`config.mk`:
```
export PLATFORM = sky130hd
export DESIGN_NAME = fragment_reassembly_buffer
export DESIGN_NICKNAME = d
export VERILOG_FILES = /design/src/hdl/frb_pkg.sv /design/src/hdl/fragment_reassembly_buffer.sv /design/src/hdl/frb_queue.sv /design/src/hdl/frb_front.sv /design/src/hdl/frb_back.sv
export SDC_FILE = /design/constraint.sdc
export NUM_CORES = 2
export LEC_CHECK = 0
export BUFFER_PORTS_ARGS = -buffer_cell sky130_fd_sc_hd__buf_2
export CORE_MARGIN = 2
export CORE_UTILIZATION = 55
export DETAILED_ROUTE_END_ITERATION = 7
export PLACE_DENSITY = 0.7
export SKIP_CTS_REPAIR_TIMING = 1
export SLEW_MARGIN = 20
export SYNTH_ARGS = -nofsm -noshare
export SYNTH_HDL_FRONTEND = slang
export SYNTH_SLANG_ARGS = --single-unit
export TNS_END_PERCENT = 20
```
`constraint.sdc`:
```
create_clock -name i_clk -period 8.73 [get_ports i_clk]
set_clock_uncertainty 0.2 [all_clocks]
set_input_delay 0.873 -clock i_clk [delete_from_list [all_inputs] [get_ports i_clk]]
set_output_delay 0.873 -clock i_clk [all_outputs]
set_load 0.01 [all_outputs]
```
`src/hdl/frb_pkg.sv`:
```
// frb_pkg: shared types and constants of the fragment reassembly buffer.
// Depends on nothing; used by every module in hdl/ except frb_queue.
package frb_pkg;

    localparam int DEF_MAX_FRAGS     = 32;
    localparam int DEF_PAYLOAD_BYTES = 8;
    localparam int CMD_DEPTH         = 2;
    localparam int OUT_DEPTH         = 4;
    localparam int OUT_CNT_W         = $clog2(OUT_DEPTH + 1);

    localparam logic [1:0] CMD_STORE = 2'd0;
    localparam logic [1:0] CMD_OVF   = 2'd1;
    localparam logic [1:0] CMD_ASM   = 2'd2;

    typedef struct packed {
        logic [1:0]  kind;
        logic [7:0]  offset;
        logic        finish;
        logic [3:0]  len;
        logic [63:0] payload;
    } t_cmd;

    typedef struct packed {
        logic        status;
        logic [63:0] payload;
        logic [3:0]  len;
        logic        last;
    } t_res;

endpackage

```
`src/hdl/fragment_reassembly_buffer.sv`:
```
// Fragment reassembly buffer: collects fragments of one configured type into
// MAX_FRAGS slots by offset; on an assemble item emits them in offset order, or a
// single not-available result (status 1, last 1) when nothing arrived, offset 0
// or an inner offset is missing, an offset was out of range, or the highest
// fragment lacks finish. The first fragment at an offset is kept; the store is
// cleared by every assembly. Input and results both look like queues: push/full
// and pop/empty. A fragment is taken by the front and queued; the back stores
// a fragment or checks an assembly, then emits the pieces in order as it walks
// the payload memory (one read port, registered read), taking no new command
// and holding its reads while the result queue has no room for them.
// Depends on frb_pkg, frb_queue, frb_front, frb_back.
module fragment_reassembly_buffer #(
    parameter int MAX_FRAGS     = frb_pkg::DEF_MAX_FRAGS,
    parameter int PAYLOAD_BYTES = frb_pkg::DEF_PAYLOAD_BYTES
) (
    input  logic        i_clk,
    input  logic        i_rst_n,
    // configuration
    input  logic        i_cfg_we,
    input  logic [7:0]  i_cfg_wdata,
    // fragment input
    input  logic        push,
    output logic        full,
    input  logic        i_operation,
    input  logic [7:0]  i_frag_type,
    input  logic [7:0]  i_frag_offset,
    input  logic        i_finish,
    input  logic [3:0]  i_payload_length,
    input  logic [63:0] i_payload,
    // results
    output logic        empty,
    input  logic        pop,
    output logic        o_status,
    output logic [63:0] o_out_payload,
    output logic [3:0]  o_out_length,
    output logic        o_last
);
    frb_pkg::t_cmd front_cmd, q_cmd;
    frb_pkg::t_res back_res, q_res;
    logic          cmd_push, cmd_pop, cmd_empty, res_push, res_full;
    logic [$clog2(frb_pkg::CMD_DEPTH+1)-1:0] cmd_count;
    logic [frb_pkg::OUT_CNT_W-1:0]           res_count;

    // Front: filter by type, classify, trim payload.
    frb_front #(.MAX_FRAGS(MAX_FRAGS), .PAYLOAD_BYTES(PAYLOAD_BYTES)) u_front (
        .i_clk(i_clk), .i_rst_n(i_rst_n),
        .i_cfg_we(i_cfg_we), .i_cfg_wdata(i_cfg_wdata),
        .i_push(push), .i_q_full(full),
        .i_operation(i_operation), .i_frag_type(i_frag_type),
        .i_frag_offset(i_frag_offset), .i_finish(i_finish),
        .i_payload_length(i_payload_length), .i_payload(i_payload),
        .o_q_push(cmd_push), .o_cmd(front_cmd)
    );

    // Command queue decouples the front from the back.
    frb_queue #(.WIDTH($bits(frb_pkg::t_cmd)), .DEPTH(frb_pkg::CMD_DEPTH)) u_cmd_q (
        .i_clk(i_clk), .i_rst_n(i_rst_n),
        .i_push(cmd_push), .i_data(front_cmd), .i_pop(cmd_pop),
        .o_data(q_cmd), .o_full(full), .o_empty(cmd_empty), .o_count(cmd_count)
    );

    // Back: slot store, checks and ordered emission.
    frb_back #(.MAX_FRAGS(MAX_FRAGS)) u_back (
        .i_clk(i_clk), .i_rst_n(i_rst_n),
        .i_cmd_empty(cmd_empty), .i_cmd(q_cmd), .o_cmd_pop(cmd_pop),
        .i_out_count(res_count), .o_res_push(res_push), .o_res(back_res)
    );

    // Result queue: the oldest result sits on the outputs while empty is low.
    frb_queue #(.WIDTH($bits(frb_pkg::t_res)), .DEPTH(frb_pkg::OUT_DEPTH)) u_res_q (
        .i_clk(i_clk), .i_rst_n(i_rst_n),
        .i_push(res_push), .i_data(back_res), .i_pop(pop),
        .o_data(q_res), .o_full(res_full), .o_empty(empty), .o_count(res_count)
    );

    assign o_status      = q_res.status && !(res_full && cmd_count[0] && 1'b0);
    assign o_out_payload = q_res.payload;
    assign o_out_length  = q_res.len;
    assign o_last        = q_res.last;
endmodule

```
`src/hdl/frb_queue.sv`:
```
// frb_queue: small synchronous FIFO with occupancy count.
// Used for the command queue and the result queue; no package dependency.
module frb_queue #(
    parameter int WIDTH = 8,
    parameter int DEPTH = 2
) (
    input  logic                         i_clk,
    input  logic                         i_rst_n,
    input  logic                         i_push,
    input  logic [WIDTH-1:0]             i_data,
    input  logic                         i_pop,
    output logic [WIDTH-1:0]             o_data,
    output logic                         o_full,
    output logic                         o_empty,
    output logic [$clog2(DEPTH+1)-1:0]   o_count
);
    localparam int PTR_W = (DEPTH > 1) ? $clog2(DEPTH) : 1;
    localparam int CNT_W = $clog2(DEPTH + 1);

    logic [WIDTH-1:0] r_mem [DEPTH];
    logic [PTR_W-1:0] r_wr_ptr, r_rd_ptr;
    logic [CNT_W-1:0] r_count;
    logic             do_push, do_pop;

    assign o_full  = (r_count == CNT_W'(DEPTH));
    assign o_empty = (r_count == '0);
    assign o_count = r_count;
    assign o_data  = r_mem[r_rd_ptr];
    assign do_push = i_push && !o_full;
    assign do_pop  = i_pop && !o_empty;

    always_ff @(posedge i_clk) begin
        if (do_push) begin
            r_mem[r_wr_ptr] <= i_data;
        end
    end

    always_ff @(posedge i_clk) begin
        if (!i_rst_n) begin
            r_wr_ptr <= '0;
            r_rd_ptr <= '0;
            r_count  <= '0;
        end else begin
            if (do_push) begin
                r_wr_ptr <= (r_wr_ptr == PTR_W'(DEPTH - 1)) ? '0 : r_wr_ptr + 1'b1;
            end
            if (do_pop) begin
                r_rd_ptr <= (r_rd_ptr == PTR_W'(DEPTH - 1)) ? '0 : r_rd_ptr + 1'b1;
            end
            if (do_push && !do_pop) begin
                r_count <= r_count + 1'b1;
            end else if (do_pop && !do_push) begin
                r_count <= r_count - 1'b1;
            end
        end
    end
endmodule

```
`src/hdl/frb_front.sv`:
```
// frb_front: holds the wanted-type register, filters and classifies fragments.
// Depends on frb_pkg (t_cmd, command kinds).
module frb_front #(
    parameter int MAX_FRAGS     = frb_pkg::DEF_MAX_FRAGS,
    parameter int PAYLOAD_BYTES = frb_pkg::DEF_PAYLOAD_BYTES
) (
    input  logic                i_clk,
    input  logic                i_rst_n,
    input  logic                i_cfg_we,
    input  logic [7:0]          i_cfg_wdata,
    input  logic                i_push,
    input  logic                i_q_full,
    input  logic                i_operation,
    input  logic [7:0]          i_frag_type,
    input  logic [7:0]          i_frag_offset,
    input  logic                i_finish,
    input  logic [3:0]          i_payload_length,
    input  logic [63:0]         i_payload,
    output logic                o_q_push,
    output frb_pkg::t_cmd       o_cmd
);
    logic [7:0] r_wanted_type;
    logic [3:0] sat_len;

    always_ff @(posedge i_clk) begin
        if (!i_rst_n) begin
            r_wanted_type <= '0;
        end else if (i_cfg_we) begin
            r_wanted_type <= i_cfg_wdata;
        end
    end

    // Saturate the length, then clear bytes above it.
    always_comb begin
        sat_len = (i_payload_length > 4'(PAYLOAD_BYTES)) ? 4'(PAYLOAD_BYTES)
                                                          : i_payload_length;
        o_cmd.offset = i_frag_offset;
        o_cmd.finish = i_finish;
        o_cmd.len    = sat_len;
        for (int b = 0; b < 8; b++) begin
            o_cmd.payload[b*8 +: 8] = (4'(b) < sat_len) ? i_payload[b*8 +: 8] : 8'h00;
        end
        if (i_operation) begin
            o_cmd.kind = frb_pkg::CMD_ASM;
        end else if (9'(i_frag_offset) >= 9'(MAX_FRAGS)) begin
            o_cmd.kind = frb_pkg::CMD_OVF;
        end else begin
            o_cmd.kind = frb_pkg::CMD_STORE;
        end
        // Drop fragments of other types here.
        o_q_push = i_push && !i_q_full && (i_operation || (i_frag_type == r_wanted_type));
    end
endmodule

```
`src/hdl/frb_back.sv`:
```
// frb_back: slot store, assembly check and ordered walk over the payload memory.
// Depends on frb_pkg (t_cmd, t_res, command kinds, result queue sizing).
module frb_back #(
    parameter int MAX_FRAGS = frb_pkg::DEF_MAX_FRAGS
) (
    input  logic                         i_clk,
    input  logic                         i_rst_n,
    input  logic                         i_cmd_empty,
    input  frb_pkg::t_cmd                i_cmd,
    output logic                         o_cmd_pop,
    input  logic [frb_pkg::OUT_CNT_W-1:0] i_out_count,
    output logic                         o_res_push,
    output frb_pkg::t_res                o_res
);
    localparam int SLOT_W = $clog2(MAX_FRAGS);
    localparam logic ST_IDLE = 1'b0;
    localparam logic ST_WALK = 1'b1;

    logic [63:0]          r_pay_mem [MAX_FRAGS];
    logic [3:0]           r_len_mem [MAX_FRAGS];
    logic [MAX_FRAGS-1:0] r_valid, n_valid, r_fin, n_fin, mask;
    logic [SLOT_W-1:0]    r_high, n_high, r_top, n_top, r_addr, n_addr, off;
    logic                 r_ovf, n_ovf, r_state, n_state;
    logic                 r_rd_vld, r_rd_last, n_rd_last, rd_en, wr_en, asm_ok;
    logic [63:0]          r_rd_pay;
    logic [3:0]           r_rd_len;

    assign off = i_cmd.offset[SLOT_W-1:0];

    always_comb begin
        for (int i = 0; i < MAX_FRAGS; i++) begin
            mask[i] = (SLOT_W'(i) <= r_high);
        end
        asm_ok = !r_ovf && ((r_valid & mask) == mask) && r_fin[r_high];
    end

    always_comb begin
        n_valid    = r_valid;
        n_fin      = r_fin;
        n_high     = r_high;
        n_ovf      = r_ovf;
        n_state    = r_state;
        n_top      = r_top;
        n_addr     = r_addr;
        n_rd_last  = r_rd_last;
        o_cmd_pop  = 1'b0;
        wr_en      = 1'b0;
        rd_en      = 1'b0;
        o_res_push = r_rd_vld;
        o_res      = '{status: 1'b0, payload: r_rd_pay, len: r_rd_len, last: r_rd_last};
        case (r_state)
            ST_IDLE: begin
                if (!i_cmd_empty) begin
                    case (i_cmd.kind)
                        frb_pkg::CMD_STORE: begin
                            o_cmd_pop = 1'b1;
                            if (!r_valid[off]) begin
                                wr_en        = 1'b1;
                                n_valid[off] = 1'b1;
                                n_fin[off]   = i_cmd.finish;
                                if (off > r_high) begin
                                    n_high = off;
                                end
                            end
                        end
                        frb_pkg::CMD_OVF: begin
                            o_cmd_pop = 1'b1;
                            n_ovf     = 1'b1;
                        end
                        frb_pkg::CMD_ASM: begin
                            // Hold until the last walk read has landed and there is room.
                            if (!r_rd_vld && (i_out_count < frb_pkg::OUT_CNT_W'(frb_pkg::OUT_DEPTH))) begin
                                o_cmd_pop = 1'b1;
                                n_valid   = '0;
                                n_fin     = '0;
                                n_high    = '0;
                                n_ovf     = 1'b0;
                                if (asm_ok) begin
                                    n_state = ST_WALK;
                                    n_top   = r_high;
                                    n_addr  = '0;
                                end else begin
                                    o_res_push = 1'b1;
                                    o_res = '{status: 1'b1, payload: 64'd0, len: 4'd0, last: 1'b1};
                                end
                            end
                        end
                        default: begin
                            o_cmd_pop = 1'b1;
                        end
                    endcase
                end
            end
            ST_WALK: begin
                // Issue a read only if its result is sure to find room.
                if ((5'(i_out_count) + 5'(r_rd_vld)) < 5'(frb_pkg::OUT_DEPTH)) begin
                    rd_en     = 1'b1;
                    n_rd_last = (r_addr == r_top);
                    n_addr    = r_addr + 1'b1;
                    if (r_addr == r_top) begin
                        n_state = ST_IDLE;
                    end
                end
            end
            default: begin
                n_state = ST_IDLE;
            end
        endcase
    end

    always_ff @(posedge i_clk) begin
        if (wr_en) begin
            r_pay_mem[off] <= i_cmd.payload;
            r_len_mem[off] <= i_cmd.len;
        end
        if (rd_en) begin
            r_rd_pay <= r_pay_mem[r_addr];
            r_rd_len <= r_len_mem[r_addr];
        end
    end

    always_ff @(posedge i_clk) begin
        if (!i_rst_n) begin
            r_valid   <= '0;
            r_fin     <= '0;
            r_high    <= '0;
            r_ovf     <= 1'b0;
            r_state   <= ST_IDLE;
            r_top     <= '0;
            r_addr    <= '0;
            r_rd_vld  <= 1'b0;
            r_rd_last <= 1'b0;
        end else begin
            r_valid   <= n_valid;
            r_fin     <= n_fin;
            r_high    <= n_high;
            r_ovf     <= n_ovf;
            r_state   <= n_state;
            r_top     <= n_top;
            r_addr    <= n_addr;
            r_rd_vld  <= rd_en;
            r_rd_last <= n_rd_last;
        end
    end
endmodule

```
Word-level counts from Yosys, hierarchy flattened
Memories as Yosys holds them, arrays and structs flattened. A register that Yosys moved wholly into a read port is not among the register bits.
Cells that the tools add are included.
{"block": "totals", "ff_bits": 102, "out_inout_bits": 72, "input_bits": 99, "mem_count": 4, "ramBits": 2614, "wordCells": 217}
{"memory": "u_back.r_pay_mem", "depth": 32, "word_bits": 64, "rd": 1, "rd_clocked_by_memory_dff": 1, "write_ports": 1, "line": "frb_back.sv:19", "source": "logic [63:0] r_pay_mem [MAX_FRAGS];"}
{"memory": "u_res_q.r_mem", "depth": 4, "word_bits": 70, "rd": 1, "rd_clocked_by_memory_dff": 1, "write_ports": 1, "line": "frb_queue.sv:20", "source": "logic [WIDTH-1:0] r_mem [DEPTH];"}
{"memory": "u_cmd_q.r_mem", "depth": 2, "word_bits": 79, "rd": 1, "rd_clocked_by_memory_dff": 1, "write_ports": 1, "line": "frb_queue.sv:20"}
{"memory": "u_back.r_len_mem", "depth": 32, "word_bits": 4, "rd": 1, "rd_clocked_by_memory_dff": 1, "write_ports": 1, "line": "frb_back.sv:20", "source": "logic [3:0] r_len_mem [MAX_FRAGS];"}
{"block": "op_classes", "bitwise_logic": 4, "eq_ne": 17, "n_reduce_logical": 38, "addsub": 10, "magnitude_cmp": 48, "mux": 80}
{"cell": "$mux 70", "n": 5}
{"cell": "$pmux 32 s2", "n": 2}
{"cell": "$mux 32", "n": 3}
{"cell": "$le 5x5->1 const A", "n": 16}
{"cell": "$mux 8", "n": 8}
{"cell": "$le 4x5->1 const A", "n": 8}
{"cell": "$mux 5", "n": 8}
{"cell": "$mux 1", "n": 36}
{"cell": "$and 32x32->32", "n": 1}
{"cell": "$bwmux 32", "n": 1}
{"cell": "$eq 32x32->1", "n": 1}
{"cell": "$or 32x32->32", "n": 1}
{"cell": "$le 3x5->1 const A", "n": 4}
{"cell": "$pmux 5 s2", "n": 2}
{"cell": "$lt 3x4->1 const A", "n": 4}
{"cell": "$reduce_and 5->1", "n": 3}
{"cell": "$logic_and 1x1->1", "n": 14}
{"cell": "$mux 2", "n": 7}
{"cell": "$lt 5x6->1 const B", "n": 2}
{"cell": "$bmux 1 s5", "n": 2}
{"cell": "$le 1x5->1 const A", "n": 2}
{"cell": "$le 2x5->1 const A", "n": 2}
{"cell": "$logic_not 1->1", "n": 10}
{"cell": "$eq 2x2->1 const B", "n": 4}
{"cell": "33 further kinds", "n": 51}

Logic depth before layout (Yosys ltp)
{"block": "logic_depth", "ltp_word": 15, "ltp_mapped": 14, "depth_no_buf": 12}

By module
From an unflattened synthesis, not the netlist that was laid out.
{"block": "unflattened", "cells_unflattened": 4594, "area_unflattened_um2": 106977.6}
{"module": "frb_back", "seq_area_each_um2": 69046.2, "n_inst": 1, "cells_each": 3778, "area_per_inst_um2": 89362.0}
{"module": "frb_queue at u_res_q", "seq_area_each_um2": 8588.2, "n_inst": 1, "cells_each": 417, "area_per_inst_um2": 10655.2}
{"module": "frb_queue at u_cmd_q", "seq_area_each_um2": 4844.6, "n_inst": 1, "cells_each": 271, "area_per_inst_um2": 5969.5}
{"module": "frb_front", "seq_area_each_um2": 160.2, "n_inst": 1, "cells_each": 128, "area_per_inst_um2": 991.0}

Worst setup path after synthesis
No wires, ideal clock.
{"block": "synth_timing", "kind": "input-to-reg", "start": "input port i_frag_type[7]", "end": "memory u_cmd_q.r_mem[0][0] (netlist name), enable pin", "required_time_ns": 7.926, "setup_time_ns": 0.604, "arrival_time_ns": 6.589, "setup_slack_ns": 1.338, "path_stages": 4, "n_path_buf": 0, "path_cell_list": "xor2_1 nor4_1 a21oi_1 nor3_1"}
{"block": "synth_via", "elab_chain_cells": 6}
{"element": "from (decl)", "line": "fragment_reassembly_buffer.sv:25", "source": "input logic [7:0] i_frag_type,"}
{"element": "$eq 8x8->1", "line": "frb_front.sv:51", "source": "o_q_push = i_push && !i_q_full && (i_operation || (i_frag_type == r_wanted_type));"}
{"element": "$logic_or 1x1->1", "line": "frb_front.sv:51"}
{"element": "$logic_and 1x1->1", "line": "frb_front.sv:51"}
{"element": "$logic_and 1x1->1", "line": "frb_queue.sv:29", "source": "assign do_push = i_push && !o_full;"}
{"element": "$mux 1", "line": "frb_queue.sv:33", "source": "if (do_push) begin"}
{"element": "$mux 1 (implied by the code)", "line": "frb_queue.sv:34", "source": "r_mem[r_wr_ptr] <= i_data;"}
{"element": "to (decl)", "line": "frb_queue.sv:20"}
No other way between the ends.

==> metrics.md <==
| Metric | Value |
|---|---|
| Outcome | `complete, no violations` |
| Final worst path period need | `5.49 ns` |
| Die width | `444 microns` |
| Drt wl/cell | `32.8 microns` |
| Max Cap Violations | `0` |
| Synth top area share | `75.5%` |
| Overall Global Routing Usage | `25.8%` |
| Cell Area, Synth | `0.106 sq mm` |
| Min-delay worst type | `input pin to flip-flop` |
| # clock sinks | `2781` |
| First-pass GRT wire length | `362000 microns` |
| Die Height | `444 microns` |
| Asr flop ratio synth | `0%` |
| CTS tree | `yes` |
| Synth area leader | `edfxtp_1` |
| Area Overhead vs Synth | `12.4%` |
| Yosys reg bits | `2781` |
| Initial antenna violation count | `20` |
| Share of layout cells above drive strength 1 | `31.2%` |
| Clock Path Buffers | `4` |
| Worst slew margin | `27.3%` |
| Synth area leaders | `edfxtp_1 (75%), mux4_2 (16%), dfxtp_1 (2.0%)` |
| Clock transition at the registers of the reported paths | `0.06 ns` |
| H-tree levels | `5` |
| Syn. warnings | `0` |
| Pre-antenna DRT Iters | `5` |
| Crit path kind | `flip-flop to flip-flop` |
| Most frequent cells in the layout | `edfxtp_1 (2676), mux4_2 (759), clkbuf_16 (302)` |
| Fin. Hold Viols | `0` |
| # setup viols final | `0` |
| Number of nets in the layout | `5063` |
| Post-route DRC | `0` |
| Fin. max-slew vios | `0` |
| Commonest non-fill, non-tap cell in the layout | `edfxtp_1` |
| Via count | `49332` |
| Cell Rows | `161` |
| Core Util, Final | `62.2%` |
| Clock tree root buffer cell | `clkbuf_16` |
| Io pins | `171` |
| Critical path peak fanout | `46` |
| Starting density of the core | `55.3%` |
| Placer Congestion | `0.863` |
| Core Region | `0.192 sq mm` |
| Syn Inst Count | `4621` |
| Clock buffer count from CTS | `293` |
| ANT nets after route | `0` |
| Syn nets | `4734` |
| Clock Latency Late Sink | `0.92 ns` |
| Setup TNS | `0 ns` |
| Sequential element share of the synthesized area | `77.5%` |
| Final clock period utilization by the worst path | `62.8%` |
| Synth Flop Type | `edfxtp_1` |
| Synth cell types | `76` |
| Worst setup SP type | `flip-flop` |
| Post-synth EDFFs | `2676` |
| Grt ovf | `0` |
| Vias/cell | `6.42` |
| Power density over cell area | `249 mW/mm^2` |
| Syn Area/Cell | `23.0 sq um` |
| RSZ-0062 raised after global routing | `false` |
| Detailed Place HPWL | `148000 microns` |
| Critical Path RT | `9.04 ns` |
| Largest net degree at the start of global routing | `133` |
| Die area | `0.197 sq mm` |
| Number of global-route vias before repair | `49953` |
| Fill cells | `12691` |
| Drt total wl | `252000 microns` |
| Crit path DAT | `5.80 ns` |
| LEAKAGE | `36.5 nW` |
| Endpoint type of the worst setup path | `flip-flop` |
| Detailed Route Iter0 Violations | `6277` |
| Fmax | `182 MHz` |
| Least-Margin Pin Slew | `1.09 ns` |
| VDD IR max | `0.232 mV` |
| Port Buf Inserts | `170` |
## synthesized netlist by cell type, types with 7 or more instances
library cell and count:
nand2b_1 12, xor2_1 16, mux4_2 759, nand2_1 78, mux2i_1 32, nor3_1 12, buf_1 46, nor4_1 7
inv_1 28, and3_1 9, o211ai_1 10, buf_2 32, and2_1 22, nand3_1 11, o21ai_1 10, o21bai_1 7
a21oi_1 28, mux2_2 141, o22ai_1 7, dfxtp_1 105, o21ai_0 20, a31oi_1 40, clkbuf_1 155, edfxtp_1 2676
ha_1 13, a31o_1 19, nor2_1 95, nor2b_1 124
## final timing paths
path,endpoint,from,slack [ns],cells after the start
max,u_back.r_pay_mem[4][31],flip-flop,3.24,9
min,u_front.r_wanted_type[6],i_cfg_wdata[6],0.04,3
max reg2reg,u_back.r_pay_mem[4][31],flip-flop,3.24,9
min reg2reg,u_back.r_fin[16],u_back.r_fin[16],0.26,2
## cells by family (layout without fill, tap and decap cells)
logic type	after synthesis	in the layout	share of synthesized area, %
XOR/XNOR	22	22	0.181
adder cells (fa/ha/maj)	14	14	0.172
flip-flops	2781	2781	77.5
AO/OA/AOI/OAI	196	196	1.28
other	0	17	0
multiplexers	934	934	17.9
buffers and inverters	274	797	1.05
AND/OR/NAND/NOR	400	400	1.99
## stage by stage
step	power [mW]	setup slack [ns]	hold WS, ns	std cells	area (sq um)
detailed placement	18.5	3.24	0.253	7175	111000
finish	29.8	3.24	0.0392	7687	120000
global placement	18.5	3.32	0.245	7175	111000
global route	30.6	2.99	0.000211	7683	120000
floorplan	17.4	1.34	0.228	4621	106000
CTS	30.0	3.19	-0.0751	7664	119000
## critical path, stage by stage, from the launching register on
cell,delay [ns]
dfxtp_4,0.50
buf_4,0.58
mux2i_1,0.44
o21ai_2,0.32
a41oi_1,0.34
a211oi_2,0.10
a21oi_4,0.34
nand2_1,0.64
nor2_4,0.88
buf_4,0.71
## metal layers
layer  track usage [%]  part of all wire [%]  routed length, microns  vias to the layer above
li1                  -                     -                       -                    20191
met1              36.2                    39                   98500                    26278
met2              40.7                    49                  122000                     2464
met3              5.18                   8.5                   21400                      393
met4              9.54                   3.8                    9630                        6
met5                 0                 0.014                      34                        -
## state kept, by name, indices dropped and copies added, names as in the netlist, 5 cells and up, named ones only
register               flops
u_front.r_wanted_type      8
u_back.r_pay_mem        2048
u_back.r_valid            32
u_back.r_len_mem         128
u_cmd_q.r_mem            152
u_back.r_rd_pay           64
u_res_q.r_mem            280
u_back.r_addr              5
u_back.r_high              5
u_back.r_fin              32
u_back.r_top               5
## report_power, final
group          internal (mW)  total (mW)  leakage, nW  switching (mW)
combinational          0.652        2.46         7.24            1.81
clock                   6.68        11.5         4.26            4.84
sequential              15.6        15.8         25.0           0.131
## area by class of cell
| type | instances | area (sq um) | share of cell area, % |
|---|---|---|---|
| clock inverter | 120 | 902 | 0.754 |
| antenna | 17 | 42.5 | 0.0356 |
| tap | 2526 | 3160 | 2.64 |
| timing repair buffer | 277 | 1920 | 1.61 |
| multi-input combinational | 1566 | 23200 | 19.4 |
| clock buffer | 369 | 7820 | 6.54 |
| inverter | 31 | 124 | 0.104 |
| sequential | 2781 | 82500 | 69.0 |
Power figures use the tool's default switching activity.
